`src/hdl/dadd_pkg.sv`:
```
// ----------------------------------------------------------------------------
// dadd_pkg
// Shared widths, month table and helpers for the date adder.
// ----------------------------------------------------------------------------
package dadd_pkg;

   localparam int DAY_W   = 5;
   localparam int MONTH_W = 4;
   localparam int YEAR_W  = 14;
   localparam int COUNT_W = 15;

   // running day total: a full year, a start day and the largest count fit
   localparam int TOTAL_W = 16;

   localparam logic [MONTH_W-1:0] MONTH_JAN = 4'd1;
   localparam logic [MONTH_W-1:0] MONTH_FEB = 4'd2;
   localparam logic [MONTH_W-1:0] MONTH_DEC = 4'd12;

   // floor(y / 100) as (y * DIV100_MUL) >> DIV100_SHIFT, exact for 14-bit y
   localparam int DIV100_MUL   = 5243;
   localparam int DIV100_SHIFT = 19;
   localparam int MUL_W        = YEAR_W + 13;
   localparam int CENT_W       = MUL_W - DIV100_SHIFT;

   localparam logic [DAY_W-1:0] MONTH_LEN [12] = '{
      5'd31, 5'd28, 5'd31, 5'd30, 5'd31, 5'd30,
      5'd31, 5'd31, 5'd30, 5'd31, 5'd30, 5'd31
   };

   typedef struct packed {
      logic [DAY_W-1:0]   start_day;
      logic [MONTH_W-1:0] start_month;
      logic [YEAR_W-1:0]  start_year;
      logic [COUNT_W-1:0] days_to_add;
   } req_beat_type;

   // length of month m in a year with the given leap flag; zero off the calendar
   function automatic logic [DAY_W-1:0] month_days(input logic [MONTH_W-1:0] m,
                                                   input logic leap);
      logic [MONTH_W-1:0] idx;
      idx = m - MONTH_JAN;
      if (m < MONTH_JAN || m > MONTH_DEC) begin
         return '0;
      end else if (m == MONTH_FEB) begin
         return leap ? 5'd29 : 5'd28;
      end else begin
         return MONTH_LEN[idx];
      end
   endfunction

endpackage

```
`src/hdl/dadd_ifs.sv`:
```
// ----------------------------------------------------------------------------
// dadd_ifs
// Valid/ready channels for the date adder: start date in, end date out.
// ----------------------------------------------------------------------------
interface dadd_req_if import dadd_pkg::*; ();
   logic               valid;
   logic               ready;
   logic [DAY_W-1:0]   start_day;
   logic [MONTH_W-1:0] start_month;
   logic [YEAR_W-1:0]  start_year;
   logic [COUNT_W-1:0] days_to_add;

   modport source (output valid, output start_day, output start_month,
                   output start_year, output days_to_add, input ready);
   modport sink   (input valid, input start_day, input start_month,
                   input start_year, input days_to_add, output ready);
endinterface

interface dadd_rsp_if import dadd_pkg::*; ();
   logic               valid;
   logic               ready;
   logic [DAY_W-1:0]   end_day;
   logic [MONTH_W-1:0] end_month;
   logic [YEAR_W-1:0]  end_year;

   modport source (output valid, output end_day, output end_month,
                   output end_year, input ready);
   modport sink   (input valid, input end_day, input end_month,
                   input end_year, output ready);
endinterface

```
`src/hdl/date_add_days_unit.sv`:
```
// ----------------------------------------------------------------------------
// date_add_days_unit
// Gregorian date plus a day count, walked one month per cycle apart from the leap decode at each year rollover.
// ----------------------------------------------------------------------------
//  channel | dir | fields                                          | handshake
//  req_bus | in  | start_day, start_month, start_year, days_to_add | valid/ready
//  rsp_bus | out | end_day, end_month, end_year                    | valid/ready
//
//  One beat at a time. An accepted beat runs the leap decode, sums the months
//  before the start month, then walks whole months off the running total and
//  reruns the leap decode at each year rollover; the walk is bound by the single
//  add/subtract unit on the running total. The result beat becomes valid in the
//  same cycle as the block is ready for the next accept. Reset
//  clears the sequencer and the result valid. A stalled result beat holds in
//  the output register; the walk waits at its last step until that register
//  is free.
// ----------------------------------------------------------------------------
module date_add_days_unit import dadd_pkg::*; (
   input  logic       clock,
   input  logic       reset,
   dadd_req_if.sink   req_bus,
   dadd_rsp_if.source rsp_bus
);

   // sequencer codes
   localparam logic [2:0] S_IDLE  = 3'd0;
   localparam logic [2:0] S_LEAP1 = 3'd1;   // multiply year by the reciprocal of 100
   localparam logic [2:0] S_LEAP2 = 3'd2;   // remainder and leap flag
   localparam logic [2:0] S_SUM   = 3'd3;   // add lengths of months before the start
   localparam logic [2:0] S_WALK  = 3'd4;   // take off whole months

   logic [2:0]         state_ff, state_in;
   logic               walk_ff, walk_in;
   logic               leap_ff, leap_in;
   logic [MONTH_W-1:0] m_ff, m_in;
   logic [MONTH_W-1:0] month_ff, month_in;
   logic [YEAR_W-1:0]  year_ff, year_in;
   logic [TOTAL_W-1:0] total_ff, total_in;
   logic [MUL_W-1:0]   prod_ff, prod_in;

   logic               rsp_valid_ff, rsp_valid_in;
   logic [DAY_W-1:0]   end_day_ff, end_day_in;
   logic [MONTH_W-1:0] end_month_ff, end_month_in;
   logic [YEAR_W-1:0]  end_year_ff, end_year_in;

   req_beat_type       beat;
   logic               req_fire;
   logic               out_free;

   // shared add/subtract unit on the running total
   logic [DAY_W-1:0]   cur_len;
   logic               do_sub;
   logic [TOTAL_W:0]   alu;
   logic               total_gt;

   // leap decode
   logic [CENT_W-1:0]  cent;
   logic [YEAR_W-1:0]  cent_x100;
   logic [YEAR_W-1:0]  rem100;

   assign beat.start_day   = req_bus.start_day;
   assign beat.start_month = req_bus.start_month;
   assign beat.start_year  = req_bus.start_year;
   assign beat.days_to_add = req_bus.days_to_add;

   assign req_bus.ready = (state_ff == S_IDLE);
   assign req_fire      = req_bus.valid && req_bus.ready;
   assign out_free      = !rsp_valid_ff || rsp_bus.ready;

   assign cur_len = month_days(m_ff, leap_ff);
   assign do_sub  = (state_ff == S_WALK);
   assign alu     = do_sub ? ({1'b0, total_ff} - {{(TOTAL_W-DAY_W+1){1'b0}}, cur_len})
                           : ({1'b0, total_ff} + {{(TOTAL_W-DAY_W+1){1'b0}}, cur_len});
   // total > len when the difference neither borrows nor is zero
   assign total_gt = !alu[TOTAL_W] && (alu[TOTAL_W-1:0] != '0);

   assign cent      = prod_ff[MUL_W-1:DIV100_SHIFT];
   assign cent_x100 = YEAR_W'({{(YEAR_W-CENT_W){1'b0}}, cent} * YEAR_W'(100));
   assign rem100    = year_ff - cent_x100;

   always_comb begin
      state_in     = state_ff;
      walk_in      = walk_ff;
      leap_in      = leap_ff;
      m_in         = m_ff;
      month_in     = month_ff;
      year_in      = year_ff;
      total_in     = total_ff;
      prod_in      = prod_ff;
      rsp_valid_in = rsp_valid_ff && !rsp_bus.ready;
      end_day_in   = end_day_ff;
      end_month_in = end_month_ff;
      end_year_in  = end_year_ff;

      case (state_ff)
         S_IDLE: begin
            if (req_fire) begin
               // latch the beat; start day and count seed the total
               month_in = beat.start_month;
               year_in  = beat.start_year;
               total_in = TOTAL_W'(beat.start_day) + TOTAL_W'(beat.days_to_add);
               m_in     = MONTH_JAN;
               walk_in  = 1'b0;
               state_in = S_LEAP1;
            end
         end
         S_LEAP1: begin
            prod_in  = MUL_W'(year_ff) * MUL_W'(DIV100_MUL);
            state_in = S_LEAP2;
         end
         S_LEAP2: begin
            // leap when divisible by 4 and not by 100, or divisible by 400
            leap_in  = (year_ff[1:0] == 2'b00) &&
                       ((rem100 != '0) || (cent[1:0] == 2'b00));
            state_in = walk_ff ? S_WALK : S_SUM;
         end
         S_SUM: begin
            if (m_ff < month_ff) begin
               total_in = alu[TOTAL_W-1:0];
               m_in     = m_ff + MONTH_W'(1);
            end else begin
               m_in     = MONTH_JAN;
               walk_in  = 1'b1;
               state_in = S_WALK;
            end
         end
         S_WALK: begin
            if (total_gt) begin
               total_in = alu[TOTAL_W-1:0];
               if (m_ff == MONTH_DEC) begin
                  // roll into January; the year counter steps on and wraps at its top, refresh leap
                  m_in     = MONTH_JAN;
                  year_in  = year_ff + YEAR_W'(1);
                  state_in = S_LEAP1;
               end else begin
                  m_in = m_ff + MONTH_W'(1);
               end
            end else if (out_free) begin
               // drop the result into the output register
               rsp_valid_in = 1'b1;
               end_day_in   = total_ff[DAY_W-1:0];
               end_month_in = m_ff;
               end_year_in  = year_ff;
               state_in     = S_IDLE;
            end
         end
         default: begin
            state_in = S_IDLE;
         end
      endcase
   end

   always_ff @(posedge clock) begin
      if (reset) begin
         state_ff     <= S_IDLE;
         rsp_valid_ff <= 1'b0;
         walk_ff      <= 1'b0;
      end else begin
         state_ff     <= state_in;
         rsp_valid_ff <= rsp_valid_in;
         walk_ff      <= walk_in;
      end
   end

   always_ff @(posedge clock) begin
      leap_ff      <= leap_in;
      m_ff         <= m_in;
      month_ff     <= month_in;
      year_ff      <= year_in;
      total_ff     <= total_in;
      prod_ff      <= prod_in;
      end_day_ff   <= end_day_in;
      end_month_ff <= end_month_in;
      end_year_ff  <= end_year_in;
   end

   assign rsp_bus.valid     = rsp_valid_ff;
   assign rsp_bus.end_day   = end_day_ff;
   assign rsp_bus.end_month = end_month_ff;
   assign rsp_bus.end_year  = end_year_ff;

   // an accepted beat always starts with the leap decode
   a_accept_to_leap: assert property (@(posedge clock) disable iff (reset)
      req_fire |=> (state_ff == S_LEAP1))
      else $error("accepted beat did not start leap decode");

   // the walk only visits calendar months
   a_walk_month: assert property (@(posedge clock) disable iff (reset)
      (state_ff == S_WALK) |-> (m_ff >= MONTH_JAN && m_ff <= MONTH_DEC))
      else $error("walk month off the calendar");

   // a leap flag from the decode needs a year divisible by four
   a_leap_div4: assert property (@(posedge clock) disable iff (reset)
      (state_ff == S_LEAP2) |=> (!leap_ff || (year_ff[1:0] == 2'b00)))
      else $error("leap flag on a year not divisible by four");

   // a pending result is never overwritten by the next one
   a_no_overwrite: assert property (@(posedge clock) disable iff (reset)
      (rsp_valid_ff && !rsp_bus.ready) |=> rsp_valid_ff)
      else $error("pending result dropped");

endmodule

```
`src/flat_wrapper.sv`:
```
// flat-port wrapper written by rule: the top's interface ports become plain ports
module date_add_days_unit_flat import dadd_pkg::*;
  (clock, reset, req_bus_valid, req_bus_start_day, req_bus_start_month, req_bus_start_year, req_bus_days_to_add, req_bus_ready, rsp_bus_valid, rsp_bus_end_day, rsp_bus_end_month, rsp_bus_end_year, rsp_bus_ready);
  dadd_req_if req_bus_i ();
  dadd_rsp_if rsp_bus_i ();
  input  logic clock;
  input  logic reset;
  input wire logic [$bits(req_bus_i.valid)-1:0] req_bus_valid;
  input wire logic [$bits(req_bus_i.start_day)-1:0] req_bus_start_day;
  input wire logic [$bits(req_bus_i.start_month)-1:0] req_bus_start_month;
  input wire logic [$bits(req_bus_i.start_year)-1:0] req_bus_start_year;
  input wire logic [$bits(req_bus_i.days_to_add)-1:0] req_bus_days_to_add;
  output wire logic [$bits(req_bus_i.ready)-1:0] req_bus_ready;
  output wire logic [$bits(rsp_bus_i.valid)-1:0] rsp_bus_valid;
  output wire logic [$bits(rsp_bus_i.end_day)-1:0] rsp_bus_end_day;
  output wire logic [$bits(rsp_bus_i.end_month)-1:0] rsp_bus_end_month;
  output wire logic [$bits(rsp_bus_i.end_year)-1:0] rsp_bus_end_year;
  input wire logic [$bits(rsp_bus_i.ready)-1:0] rsp_bus_ready;
  assign req_bus_i.valid = req_bus_valid;
  assign req_bus_i.start_day = req_bus_start_day;
  assign req_bus_i.start_month = req_bus_start_month;
  assign req_bus_i.start_year = req_bus_start_year;
  assign req_bus_i.days_to_add = req_bus_days_to_add;
  assign req_bus_ready = req_bus_i.ready;
  assign rsp_bus_valid = rsp_bus_i.valid;
  assign rsp_bus_end_day = rsp_bus_i.end_day;
  assign rsp_bus_end_month = rsp_bus_i.end_month;
  assign rsp_bus_end_year = rsp_bus_i.end_year;
  assign rsp_bus_i.ready = rsp_bus_ready;
  date_add_days_unit u_core (.clock(clock), .reset(reset), .req_bus(req_bus_i), .rsp_bus(rsp_bus_i));
endmodule
```
`config.mk`:
```
export PLATFORM = sky130hd
export DESIGN_NAME = date_add_days_unit_flat
export DESIGN_NICKNAME = d
export VERILOG_FILES = /design/src/hdl/dadd_pkg.sv /design/src/hdl/dadd_ifs.sv /design/src/hdl/date_add_days_unit.sv /design/src/flat_wrapper.sv
export SDC_FILE = /design/constraint.sdc
export NUM_CORES = 1
export LEC_CHECK = 0
export CAP_MARGIN = 20
export CORE_MARGIN = 1.5
export CORE_UTILIZATION = 60
export CTS_CLUSTER_SIZE = 30
export DETAILED_ROUTE_END_ITERATION = 7
export DONT_BUFFER_PORTS = 1
export PLACE_DENSITY = 0.79
export SETUP_SLACK_MARGIN = 0.02
export SKIP_CTS_REPAIR_TIMING = 1
export SYNTH_ARGS = -nofsm -noshare
export SYNTH_HDL_FRONTEND = slang
export SYNTH_SLANG_ARGS = --single-unit
```
`constraint.sdc`:
```
create_clock -name clock -period 5.5 [get_ports clock]
set_input_delay 0.55 -clock clock [delete_from_list [all_inputs] [get_ports clock]]
set_output_delay 0.55 -clock clock [all_outputs]
set_load 0.01 [all_outputs]
```
==> run summary <==
status = complete, no violations
post-route ant nets = 0
count of state elements after synthesis = 75
DR iter-0 viols = 513
Inserted Diodes = 0
DRT Pass-1 Iters = 5
XOR/XNOR Fraction of Synth Area = 0.0585
YS warnings = 0
initial core utilization = 0.614
Mapped Nets = 1171
CTS tree = built
TritonCTS Buffers = 9
Tcrit/Tclk final = 0.968
max-cap violation count = 0
Cell Int Power = 0.00323 W
share of the synthesized area in the top cell type = 0.244
Die Y = 125 um
CTS Sinks = 75
die area = 15600 sq um
largest net degree at the start of global routing = 32
mux share of post-synthesis cell area = 0.00561
row cnt = 44
Reg clk slew, reported paths = 0.07 ns
Area Overhead vs Synth = 8.06%
Crit. End Element = flop
complex-gate fraction of the synthesized area = 0.123
dominant cells by area after synthesis = ha_1 (24%), edfxtp_1 (24%), fa_1 (15%)
FFs w/ async S/R, synth = 0
min Tclk post-route = 5.33 ns
Hold Path Depth = 1
nets@finish = 1198
Final Routed Wirelength = 20100 um
HP Start = reset
hpwl dp = 15900 um
number of global-route vias before repair = 6595
RSZ-0062 raised after global routing = yes
clock root cell = clkbuf_16
setup TNS = 0 ns
Chip Width = 125 um
Overall Global Routing Usage = 0.265
Logic pwr share = 0.762
Post-Synth Simple-Gate Area = 0.0973
IO Count = 67
Seq pwr share = 0.136
H-tree depth = 3
routed length per instance = 18.2 um
Avg Inst Size Synth = 10.1 sq um
synthesized instance count = 887
net switching power = 0.00295 W
area of the core = 14500 sq um
CP required = 5.60 ns
Syn Std Cell Area = 8920 sq um
Max Clock Skew = 0.0119 ns
Slew headroom = 0.473
Worst Tran Pin Value = 0.787 ns
distinct cell type count of the synthesized netlist = 66
Data arrival, critical path = 5.42 ns
largest area contributor in the netlist = ha_1
CTS max path bufs = 2
Vias = 6464
R2R depth = 19
Post-synth EDFFs = 70
slack of the critical path = 0.174 ns
final hold violations = 0
Worst R2R Start = u_core.year_ff[4]
Residual DRC = 0
GP Congestion = 0.914
global route overflow = 0
pre-CTS WS = 0.236 ns
Switching Share = 0.478
global-route wire length before repair = 32700 um
Final setup violation count = 0
share of cells above drive strength 1 = 0.0718
routed vias/inst = 5.86
most used standard cell by instance count after synthesis = ha_1
clock power share = 0.102
critical path launch point type = flop
Pins Over Slew Limit = 0
top cells by count, synth = ha_1 (174), inv_1 (157), edfxtp_1 (70)
Clock Latency Late Sink = 0.36 ns
initial antenna violation count = 0
Setup CP Type = flop to flop
port bufs = 0
HP Class = input pin to flop
largest family of logic cells by synthesized area = adder cells
most used flip-flop cell after synthesis = edfxtp_1
cell leakage power = 4.61 nW
sequential area share after synthesis = 0.247
Crit. Startpoint = u_core.year_ff[4]
worst-path fanout max = 6
Post-Synth Adder-Cell Area = 0.397
Power per Cell Area = 642 nW/um^2
Max Fclk = 0.188 GHz
Max IR drop VDD = 0.501 mV
-- metal layers --
metal / GRT usage / part of all wire / up-vias
li1: - / - / 3103
met1: 0.347 / 0.43 / 3106
met2: 0.445 / 0.49 / 215
met3: 0.0424 / 0.057 / 40
met4: 0.104 / 0.027 / 0
met5: 0 / 0 / -
-- through the flow --
step	instance area [sq um]	power (W)	hold WS, ns	std cells	util
after detailed placement	9270	0.00543	0.434	1079	0.638
after global routing	9640	0.00688	0.266	1103	0.663
after global placement	9270	0.00527	0.433	1079	0.638
final	9640	0.00619	0.268	1103	0.663
after floorplan	8920	0.00440	0.426	887	-
after CTS	9570	0.00615	0.260	1095	0.659
-- cell families (layout without fill, tap and decap cells) --
group | count (synthesis) | in the layout
flops | 75 | 75
fa+ha+maj | 242 | 242
buf+inv | 170 | 202
simple gates | 174 | 174
compound gates | 163 | 163
mux | 5 | 5
xor+xnor | 58 | 58
-- power groups by stage --
stage / clock network, W / logic [W] / registers (W)
2_1_floorplan: 0 / 0.00358 / 0.000825
3_3_place_gp: 0 / 0.00442 / 0.000856
3_5_place_dp: 0 / 0.00458 / 0.000856
4_1_cts: 0.000637 / 0.00467 / 0.000845
5_1_grt: 0.000657 / 0.00537 / 0.000849
6_report: 0.000632 / 0.00471 / 0.000842
-- final timing paths --
check,slack (ns),end
max reg2reg,0.17,u_core.prod_ff[26]
min,0.27,u_core.rsp_bus.valid
max,0.17,u_core.prod_ff[26]
min reg2reg,0.45,u_core.rsp_bus.end_day[0]
-- sequential cells by signal (all words and copies together) (netlist names) --
name / cells
u_core.leap_ff: 1
u_core.m_ff: 4
u_core.month_ff: 4
u_core.prod_ff: 8
u_core.rsp_bus.end_day: 5
u_core.rsp_bus.end_month: 4
u_core.rsp_bus.end_year: 14
u_core.rsp_bus.valid: 1
u_core.state_ff: 3
u_core.total_ff: 16
u_core.walk_ff: 1
u_core.year_ff: 14
-- worst max-delay path, stage by stage (launching register included) --
cell       delay [ns]
edfxtp_1         0.53
ha_1             0.39
inv_1            0.07
fa_1             0.50
inv_1            0.04
ha_1             0.30
ha_1             0.28
inv_1            0.06
fa_1             0.53
inv_1            0.04
ha_1             0.28
and3_1           0.19
a31o_2           0.25
a21oi_1          0.27
o21ai_0          0.20
a31oi_1          0.37
o2111ai_1        0.22
a31oi_1          0.31
o21bai_1         0.11
xnor2_1          0.13
-- placed cells by master (no fill, tap or decap), types with 4 or more instances in the layout --
cell and count:
nand3_1 9, fa_1 68, o21a_1 10, nand2_1 53, xor2_1 13, nor2_1 43, and3_1 7, dfxtp_1 5
a21o_1 15, o211ai_1 4, nand4_1 7, a21oi_1 40, inv_1 157, clkbuf_16 9, nor3_1 13, and2_1 4
o2111ai_1 4, mux2i_1 5, xnor2_1 44, a31oi_1 7, edfxtp_1 70, ha_1 174, nor2b_1 9, buf_4 29
o21ai_0 41, and3_2 4, nand2b_1 6, o21bai_1 5, a21boi_0 5
-- cell type report --
type / instances / area, sq um
inverters: 157 / 589
well taps: 184 / 230
flip-flops and latches: 75 / 2200
repair buffers: 29 / 218
fillers: 1110 / 4890
clock buffers: 9 / 225
clock inverters: 7 / 82.6
multi-input cells: 642 / 6090
No activity file was read; power rests on OpenSTA's default activity.
